[config.mk]
export PLATFORM = sky130hd
export DESIGN_NAME = ukhc_ctrl
export DESIGN_NICKNAME = d
export VERILOG_FILES = /design/src/sv/ukhc_pkg.sv /design/src/sv/ukhc_ctrl.sv
export SDC_FILE = /design/constraint.sdc
export NUM_CORES = 1
export LEC_CHECK = 0
export ABC_CLOCK_PERIOD_IN_PS = 2400
export BUFFER_PORTS_ARGS = -buffer_cell sky130_fd_sc_hd__buf_4
export CORE_MARGIN = 1
export CORE_UTILIZATION = 40
export DETAILED_ROUTE_END_ITERATION = 10
export MAX_ROUTING_LAYER = met4
export PLACE_DENSITY = 0.65
export RECOVER_POWER = 100
export REMOVE_ABC_BUFFERS = 1
export SLEW_MARGIN = 25
export SYNTH_ARGS = -nofsm -noshare
export SYNTH_HDL_FRONTEND = slang
export SYNTH_SLANG_ARGS = --single-unit
export TNS_END_PERCENT = 50
[constraint.sdc]
create_clock -name clk -period 2.4 [get_ports clk]
set_clock_uncertainty 0.05 [all_clocks]
set_input_delay 0.24 -clock clk [delete_from_list [all_inputs] [get_ports clk]]
set_output_delay 0.24 -clock clk [all_outputs]
set_load 0.01 [all_outputs]
[src/sv/ukhc_pkg.sv]
// Shared types, constants and helpers for the unique key hit counter.
`default_nettype none
package ukhc_pkg;

    localparam int TABLE_DEPTH = 64;
    localparam int HIT_WIDTH   = 32;
    localparam int KEY_W       = 64;
    localparam int IDX_W       = $clog2(TABLE_DEPTH);
    localparam int CNT_W       = $clog2(TABLE_DEPTH + 1);
    localparam int OUT_HITS_W  = 32;
    localparam int OUT_CNT_W   = 7;

    // Request opcodes
    localparam logic [1:0] OP_ADD   = 2'd0;
    localparam logic [1:0] OP_DUMP  = 2'd1;
    localparam logic [1:0] OP_CLEAR = 2'd2;

    // Result status codes
    localparam logic [2:0] ST_REJECTED = 3'd0;
    localparam logic [2:0] ST_HIT      = 3'd1;
    localparam logic [2:0] ST_APPENDED = 3'd2;
    localparam logic [2:0] ST_FULL     = 3'd3;
    localparam logic [2:0] ST_DUMP     = 3'd4;
    localparam logic [2:0] ST_EMPTY    = 3'd5;

    localparam logic [KEY_W-1:0]     NO_KEY  = '1;
    localparam logic [HIT_WIDTH-1:0] HIT_MAX = '1;

    typedef struct packed {
        logic [1:0]       op;
        logic [KEY_W-1:0] key;
    } req_t;

    typedef struct packed {
        logic [2:0]            status;
        logic [KEY_W-1:0]      entry_key;
        logic [OUT_HITS_W-1:0] entry_hits;
        logic [OUT_CNT_W-1:0]  entry_count;
        logic                  last;
    } res_t;

    typedef struct packed {
        logic [KEY_W-1:0]     key;
        logic [HIT_WIDTH-1:0] hits;
    } entry_t;

    typedef enum logic [0:0] {
        RD_IDX    = 1'b0,
        RD_POS_M1 = 1'b1
    } rd_sel_t;

    typedef enum logic [1:0] {
        WR_APPEND = 2'd0,
        WR_HIT    = 2'd1,
        WR_SHIFT  = 2'd2,
        WR_HOLD   = 2'd3
    } wr_sel_t;

    typedef enum logic [2:0] {
        RES_REJECT = 3'd0,
        RES_HIT    = 3'd1,
        RES_APPEND = 3'd2,
        RES_FULL   = 3'd3,
        RES_DUMP   = 3'd4,
        RES_EMPTY  = 3'd5
    } res_sel_t;

    typedef struct packed {
        logic     load_req;
        logic     clr_used;
        logic     inc_used;
        logic     idx_clr;
        logic     idx_one;
        logic     idx_inc;
        logic     pos_load;
        logic     pos_dec;
        logic     hold_load;
        logic     rd_en;
        rd_sel_t  rd_sel;
        logic     wr_en;
        wr_sel_t  wr_sel;
        logic     out_load;
        res_sel_t out_sel;
    } cmd_t;

    typedef struct packed {
        logic [1:0] op;
        logic       key_ones;
        logic       full;
        logic       used_zero;
        logic       idx_at_used;
        logic       idx_last;
        logic       match;
        logic       pos_zero;
        logic       hits_lt;
        logic       out_free;
    } stat_t;

    // Low 32 bits of a hit count, zero-extended when narrower
    function automatic logic [OUT_HITS_W-1:0] hits_out(input logic [HIT_WIDTH-1:0] h);
        logic [HIT_WIDTH+OUT_HITS_W-1:0] ext;
        ext = {{OUT_HITS_W{1'b0}}, h};
        return ext[OUT_HITS_W-1:0];
    endfunction

    function automatic logic [OUT_CNT_W-1:0] cnt_out(input logic [CNT_W-1:0] c);
        logic [CNT_W+OUT_CNT_W-1:0] ext;
        ext = {{OUT_CNT_W{1'b0}}, c};
        return ext[OUT_CNT_W-1:0];
    endfunction

endpackage
`default_nettype wire

[src/sv/ukhc_ctrl.sv]
// Controller state machine: lookup, insertion sort, dump and clear sequencing.
`default_nettype none
module ukhc_ctrl (
    input  wire logic          clk,
    input  wire logic          rst_n,
    input  wire logic          req_valid,
    output logic               req_ready,
    input  wire ukhc_pkg::stat_t st,
    output ukhc_pkg::cmd_t     cmd
);
    import ukhc_pkg::*;

    typedef enum logic [9:0] {
        S_IDLE     = 10'b00_0000_0001,
        S_DECODE   = 10'b00_0000_0010,
        S_SCAN     = 10'b00_0000_0100,
        S_SCAN_CMP = 10'b00_0000_1000,
        S_SORT_I   = 10'b00_0001_0000,
        S_SORT_LD  = 10'b00_0010_0000,
        S_SORT_CHK = 10'b00_0100_0000,
        S_SORT_CMP = 10'b00_1000_0000,
        S_DUMP_RD  = 10'b01_0000_0000,
        S_DUMP_OUT = 10'b10_0000_0000
    } state_t;

    state_t state_reg, state_next;

    always_ff @(posedge clk or negedge rst_n)
    begin
        if (!rst_n)
        begin
            state_reg <= S_IDLE;
        end
        else
        begin
            state_reg <= state_next;
        end
    end

    assign req_ready = (state_reg == S_IDLE);

    // Next state and datapath commands
    always_comb
    begin
        state_next = state_reg;
        cmd        = '0;
        cmd.rd_sel  = RD_IDX;
        cmd.wr_sel  = WR_APPEND;
        cmd.out_sel = RES_REJECT;
        case (state_reg)
            S_IDLE:
            begin
                if (req_valid)
                begin
                    cmd.load_req = 1'b1;
                    state_next   = S_DECODE;
                end
            end
            S_DECODE:
            begin
                case (st.op)
                    OP_ADD:
                    begin
                        if (st.key_ones)
                        begin
                            if (st.out_free)
                            begin
                                cmd.out_load = 1'b1;
                                cmd.out_sel  = RES_REJECT;
                                state_next   = S_IDLE;
                            end
                        end
                        else
                        begin
                            cmd.idx_clr = 1'b1;
                            state_next  = S_SCAN;
                        end
                    end
                    OP_DUMP:
                    begin
                        if (st.used_zero)
                        begin
                            if (st.out_free)
                            begin
                                cmd.out_load = 1'b1;
                                cmd.out_sel  = RES_EMPTY;
                                state_next   = S_IDLE;
                            end
                        end
                        else
                        begin
                            cmd.idx_one = 1'b1;
                            state_next  = S_SORT_I;
                        end
                    end
                    OP_CLEAR:
                    begin
                        if (st.out_free)
                        begin
                            cmd.clr_used = 1'b1;
                            cmd.out_load = 1'b1;
                            cmd.out_sel  = RES_EMPTY;
                            state_next   = S_IDLE;
                        end
                    end
                    default:
                    begin
                        if (st.out_free)
                        begin
                            cmd.out_load = 1'b1;
                            cmd.out_sel  = RES_REJECT;
                            state_next   = S_IDLE;
                        end
                    end
                endcase
            end
            // Walk the table for a matching key
            S_SCAN:
            begin
                if (!st.idx_at_used)
                begin
                    cmd.rd_en  = 1'b1;
                    cmd.rd_sel = RD_IDX;
                    state_next = S_SCAN_CMP;
                end
                else if (st.out_free)
                begin
                    cmd.out_load = 1'b1;
                    if (st.full)
                    begin
                        cmd.out_sel = RES_FULL;
                    end
                    else
                    begin
                        cmd.out_sel  = RES_APPEND;
                        cmd.wr_en    = 1'b1;
                        cmd.wr_sel   = WR_APPEND;
                        cmd.inc_used = 1'b1;
                    end
                    state_next = S_IDLE;
                end
            end
            S_SCAN_CMP:
            begin
                if (st.match)
                begin
                    if (st.out_free)
                    begin
                        cmd.wr_en    = 1'b1;
                        cmd.wr_sel   = WR_HIT;
                        cmd.out_load = 1'b1;
                        cmd.out_sel  = RES_HIT;
                        state_next   = S_IDLE;
                    end
                end
                else
                begin
                    cmd.idx_inc = 1'b1;
                    state_next  = S_SCAN;
                end
            end
            // Insertion sort, descending by hits, stable
            S_SORT_I:
            begin
                if (st.idx_at_used)
                begin
                    cmd.idx_clr = 1'b1;
                    state_next  = S_DUMP_RD;
                end
                else
                begin
                    cmd.rd_en    = 1'b1;
                    cmd.rd_sel   = RD_IDX;
                    cmd.pos_load = 1'b1;
                    state_next   = S_SORT_LD;
                end
            end
            S_SORT_LD:
            begin
                cmd.hold_load = 1'b1;
                state_next    = S_SORT_CHK;
            end
            S_SORT_CHK:
            begin
                if (st.pos_zero)
                begin
                    cmd.wr_en   = 1'b1;
                    cmd.wr_sel  = WR_HOLD;
                    cmd.idx_inc = 1'b1;
                    state_next  = S_SORT_I;
                end
                else
                begin
                    cmd.rd_en  = 1'b1;
                    cmd.rd_sel = RD_POS_M1;
                    state_next = S_SORT_CMP;
                end
            end
            S_SORT_CMP:
            begin
                cmd.wr_en = 1'b1;
                if (st.hits_lt)
                begin
                    cmd.wr_sel  = WR_SHIFT;
                    cmd.pos_dec = 1'b1;
                    state_next  = S_SORT_CHK;
                end
                else
                begin
                    cmd.wr_sel  = WR_HOLD;
                    cmd.idx_inc = 1'b1;
                    state_next  = S_SORT_I;
                end
            end
            // Emit every entry in order
            S_DUMP_RD:
            begin
                cmd.rd_en  = 1'b1;
                cmd.rd_sel = RD_IDX;
                state_next = S_DUMP_OUT;
            end
            S_DUMP_OUT:
            begin
                if (st.out_free)
                begin
                    cmd.out_load = 1'b1;
                    cmd.out_sel  = RES_DUMP;
                    cmd.idx_inc  = 1'b1;
                    state_next   = S_DUMP_RD;
                    if (st.idx_last)
                    begin
                        state_next = S_IDLE;
                    end
                end
            end
            default:
            begin
                state_next = S_IDLE;
            end
        endcase
    end

endmodule
`default_nettype wire

==> report_table.html <==
<table>
<tr><th>Metric</th><th>Value</th></tr>
<tr><th colspan="2">Synth</th></tr>
<tr><td>Number of cells produced by synthesis</td><td>between 100 and 150</td></tr>
<tr><td>Fraction of synthesis flops using an asynchronous set or reset pin</td><td>100%</td></tr>
<tr><td>Post-synth top area cell</td><td>sky130_fd_sc_hd__dfrtp_1</td></tr>
<tr><td>Post-synthesis mux area share</td><td>0%</td></tr>
<tr><td>Synth Area in XOR/XNOR</td><td>0.968%</td></tr>
<tr><td>Avg Inst Size Synth</td><td>about 7.9 um2</td></tr>
<tr><td>Share of the synthesized area in the top cell type</td><td>approximately 25%</td></tr>
<tr><td>Post-synthesis share of cell area spent on and, or, nand and nor gates</td><td>between 40% and 50%</td></tr>
<tr><td>Count of yosys warnings during synthesis</td><td>0</td></tr>
<tr><td>Synth top cells by count</td><td>sky130_fd_sc_hd__nand2_1, sky130_fd_sc_hd__dfrtp_1, sky130_fd_sc_hd__a21oi_1, sky130_fd_sc_hd__nor2_1, sky130_fd_sc_hd__nor2b_1</td></tr>
<tr><td>Most common cell in the synthesized netlist</td><td>sky130_fd_sc_hd__nand2_1</td></tr>
<tr><td>Unique masters post-synth</td><td>44</td></tr>
<tr><td>Synthesized-area fraction occupied by ao, oa, aoi and oai cells</td><td>23.9%</td></tr>
<tr><td>Register area share after synthesis</td><td>about 28%</td></tr>
<tr><td>Main combinational cell family by area after synthesis</td><td>simple AND/OR/NAND/NOR gates</td></tr>
<tr><td>Mapped cell area</td><td>~900 um2</td></tr>
<tr><td>Post-synthesis register bit count</td><td>10</td></tr>
<tr><td>Predominant post-synthesis flop cell</td><td>sky130_fd_sc_hd__dfrtp_1</td></tr>
<tr><td>Cell types with the largest area share after synthesis</td><td>sky130_fd_sc_hd__dfrtp_1, sky130_fd_sc_hd__nor2b_1, sky130_fd_sc_hd__nand2_1, sky130_fd_sc_hd__a21oi_1, sky130_fd_sc_hd__and3_1</td></tr>
<tr><td>Number of synthesized flops with an enable pin</td><td>0</td></tr>
<tr><td>Arithmetic-cell share of the synthesized area counting full adders, half adders and majority gates</td><td>0%</td></tr>
<tr><th colspan="2">Pwr</th></tr>
<tr><td>Final total power</td><td>0.000720 W</td></tr>
<tr><td>Switching power as a share of total power</td><td>40.1%</td></tr>
<tr><td>Portion of total power attributed to combinational logic</td><td>between 50% and 60%</td></tr>
<tr><td>Pint</td><td>0.000431 W</td></tr>
<tr><td>Register share of total power</td><td>between 30% and 40%</td></tr>
<tr><td>Power per standard cell area</td><td>slightly below 600 nW/um2</td></tr>
<tr><td>Total net switching power</td><td>around 0.00029 W</td></tr>
<tr><td>Portion of total power attributed to the clock network</td><td>about a fifth</td></tr>
<tr><td>Worst VDD drop</td><td>~360 uV</td></tr>
<tr><td>Leakage Power</td><td>~0.54 nW</td></tr>
<tr><th colspan="2">Timing</th></tr>
<tr><td>Minimum clock period after layout</td><td>roughly 2.4 ns</td></tr>
<tr><td>Minimum setup slack in the final design</td><td>about 0.023 ns</td></tr>
<tr><td>Worst slew pin tran</td><td>0.607 ns</td></tr>
<tr><td>Accumulated negative setup slack</td><td>0 ns</td></tr>
<tr><td>Slew headroom</td><td>between 50% and 60%</td></tr>
<tr><td>Total count of max-transition violations in the final report</td><td>0</td></tr>
<tr><td>Total setup violations reported at the end of the flow</td><td>0</td></tr>
<tr><td>Total count of hold-check failures in the final report</td><td>0</td></tr>
<tr><td>Unrepaired setup endpoints after global routing</td><td>yes</td></tr>
<tr><td>Achievable clock frequency</td><td>about 420 MHz</td></tr>
<tr><td>Period utilisation layout</td><td>99.0%</td></tr>
<tr><th colspan="2">Detailed routing</th></tr>
<tr><td>Vias</td><td>roughly 1,000</td></tr>
<tr><td>Post-route DRC violation count</td><td>0</td></tr>
<tr><td>DRT antenna net count</td><td>0</td></tr>
<tr><td>DRC marker count from the first detailed-route iteration</td><td>50</td></tr>
<tr><td>Detailed-router iteration count before antenna repair</td><td>4</td></tr>
<tr><td>Routed vias/inst</td><td>between 5 and 6</td></tr>
<tr><td>Wire length per cell after detailed routing</td><td>roughly 16 um</td></tr>
<tr><td>Total routed wirelength</td><td>around 2800 um</td></tr>
<tr><th colspan="2">Cells and area</th></tr>
<tr><td>Largest register FFs</td><td>10</td></tr>
<tr><td>Net count, final</td><td>171</td></tr>
<tr><td>Number of diodes</td><td>0</td></tr>
<tr><td>Fraction of layout cells with a size suffix above 1</td><td>27.6%</td></tr>
<tr><td>Area growth syn-to-layout</td><td>34.6%</td></tr>
<tr><td>Post-layout utilization of the core</td><td>between 50 and 60%</td></tr>
<tr><th colspan="2">Setup path</th></tr>
<tr><td>Ordered list of cells on the worst path</td><td>nor3_4 &gt; nand2_4 &gt; or4_4 &gt; o32a_1 &gt; o21ai_0 &gt; buf_4</td></tr>
<tr><td>Highest fanout seen on the critical path</td><td>5</td></tr>
<tr><td>Setup slack of the worst register-to-register path</td><td>~0.50 ns</td></tr>
<tr><td>Kind of capture point of the worst setup path</td><td>primary output</td></tr>
<tr><td>Count of cells along the worst register-to-register path</td><td>5</td></tr>
<tr><td>Peak per-stage delay on the critical path</td><td>around 0.45 ns</td></tr>
<tr><td>Kind of cell adding the most delay to the critical path</td><td>simple AND/OR/NAND/NOR gates</td></tr>
<tr><td>Required arrival time at the worst endpoint</td><td>roughly 2.1 ns</td></tr>
<tr><td>Cell with the largest stage delay on the worst path</td><td>sky130_fd_sc_hd__dfrtp_1</td></tr>
<tr><td>Buffer and inverter count on the worst path</td><td>1</td></tr>
<tr><td>CP Class</td><td>flop to primary output</td></tr>
<tr><td>FF-to-FF Start</td><td>state_reg[3]</td></tr>
<tr><td>Origin of the worst setup path</td><td>state_reg[8]</td></tr>
<tr><td>Critical path launch point type</td><td>flop</td></tr>
<tr><td>Worst R2R End</td><td>state_reg[8]</td></tr>
<tr><td>Critical Path AT</td><td>between 2 and 2.5 ns</td></tr>
<tr><th colspan="2">Floorplan</th></tr>
<tr><td>Die width</td><td>a little under 50 um</td></tr>
<tr><td>Ports</td><td>33</td></tr>
<tr><td>Std-Cell Core Area</td><td>slightly above 2000 um2</td></tr>
<tr><td>DIE AREA</td><td>2460 um2</td></tr>
<tr><td>Initial standard-cell utilization of the core</td><td>between 40% and 50%</td></tr>
<tr><td>Die Y</td><td>around 50 um</td></tr>
<tr><td>FP Rows</td><td>16</td></tr>
<tr><th colspan="2">Placement</th></tr>
<tr><td>Buffers on Ports</td><td>32</td></tr>
<tr><td>Detailed placement HPWL</td><td>about 2200 um</td></tr>
<tr><td>Global placer's final weighted congestion</td><td>a little over 0.9</td></tr>
<tr><td>Worst-case setup slack after placement</td><td>around 0.25 ns</td></tr>
<tr><th colspan="2">Job</th></tr>
<tr><td>Count of maximum capacitance violations</td><td>0</td></tr>
<tr><th colspan="2">Clocking</th></tr>
<tr><td>Num Clock Sinks</td><td>10</td></tr>
<tr><td>Clock input transition at the sequential cells of the worst setup and hold paths</td><td>about 0.08 ns</td></tr>
<tr><td>Max Buffers Root-to-Sink</td><td>2</td></tr>
<tr><td>TritonCTS clock tree</td><td>built</td></tr>
<tr><td>Total clock buffers created by CTS</td><td>3</td></tr>
<tr><td>Root cell of the clock tree</td><td>sky130_fd_sc_hd__clkbuf_4</td></tr>
<tr><td>Clock latency reported for the late side of the worst-skew pair</td><td>between 0.2 and 0.3 ns</td></tr>
<tr><td>Htree depth</td><td>1</td></tr>
<tr><th colspan="2">Hold path</th></tr>
<tr><td>Hold wc startpoint</td><td>st[2]</td></tr>
<tr><td>Worst hold path class</td><td>input port to flop</td></tr>
<tr><td>Endpoint of the worst hold-timing path</td><td>state_reg[7]</td></tr>
<tr><td>Number of stages on the worst hold path</td><td>2</td></tr>
<tr><th colspan="2">Global route</th></tr>
<tr><td>Global-route wire length before repair</td><td>4490 um</td></tr>
<tr><td>Number of global-route vias before repair</td><td>927</td></tr>
<tr><td>Antenna violations before repair</td><td>0</td></tr>
<tr><td>Largest net degree at the start of global routing</td><td>13</td></tr>
<tr><td>GRT Residual Overflow</td><td>0</td></tr>
<tr><td>GRT Total Usage</td><td>25.2%</td></tr>
<tr><th colspan="2">Status</th></tr>
<tr><td>Run status</td><td>completed</td></tr>
</table>
timing repair:
action | CTS | global route
endpoints found under the setup margin | 2 | 6
hold endpoints to repair | 10 | 0
resized for setup | 0 | 5
setup buffers | 2 | 2
pin swaps | 1 | 0
hold buffers | 1 | 0
cells by family after synthesis:
kind of cell	count (synthesis)
buffers and inverters	6
and+or+nand+nor	67
DFF	10
xor gates and xnor gates	1
AOI/OAI and AO/OA	31
worst reg2reg max path, delay by kind of cell (launching register included):
kind / cells / cell delay (ns)
buffers and inverters: 1 / 0.18
AND/OR/NAND/NOR: 3 / 0.77
flip-flops: 1 / 0.54
AO/OA/AOI/OAI: 1 / 0.26
how the worst max path moves through the flow:
| stage | endpoint | slack [ns] | cells after the start |
|---|---|---|---|
| 3_5_place_dp | cmd[8] | 0.25 | 6 |
| 4_1_cts | cmd[3] | 0.03 | 6 |
| 3_3_place_gp | cmd[8] | 0.28 | 6 |
| 2_1_floorplan | cmd[8] | 0.43 | 5 |
| 6_report | cmd[8] | 0.02 | 6 |
| 5_1_grt | cmd[8] | -0.06 | 6 |
stage by stage:
step	std cells	instance area (um2)	hold WS, ns
after floorplan	112	890	-0.106
after global placement	174	1190	0.0296
after detailed placement	174	1190	0.0313
after CTS	181	1240	0.108
after global routing	183	1220	0.0990
final	183	1220	0.107
per-layer routing:
layer	routed length, um	global-route usage (%)	vias up
met5	0	-	-
met4	15	4.29	0
met3	157	6.48	4
met2	1360	39.4	35
met1	1320	33.1	494
li1	-	-	514
power groups by stage:
stage	registers, W	clock network (W)	logic (W)
floorplan	0.000220	0	0.000214
global placement	0.000231	0	0.000322
detailed placement	0.000233	0	0.000325
CTS	0.000231	0.000134	0.000330
global route	0.000225	0.000143	0.000394
finish	0.000222	0.000134	0.000364
layout by cell type, fill, tap and decap left out, drive strengths merged, types with 2 or more instances in the layout:
master,n
buf,26
clkbuf,17
nand2,13
dfrtp,9
nor2b,8
a21oi,8
nor2,8
nor3,8
and3,6
nand2b,5
o21ai,5
nand3,4
nor4,3
nor4b,3
nand3b,2
a21o,2
inv,2
o21bai,2
o211ai,2
a221oi,2
and2,2
layout make-up:
type / count / area (um2)
clock buffers: 4 / 26.3
multi-input cells: 99 / 633
flip-flops and latches: 10 / 251
fillers: 210 / 825
repair buffers: 40 / 262
well taps: 27 / 33.8
inverters: 3 / 11.3
No activity file was read; power rests on OpenSTA's default activity.
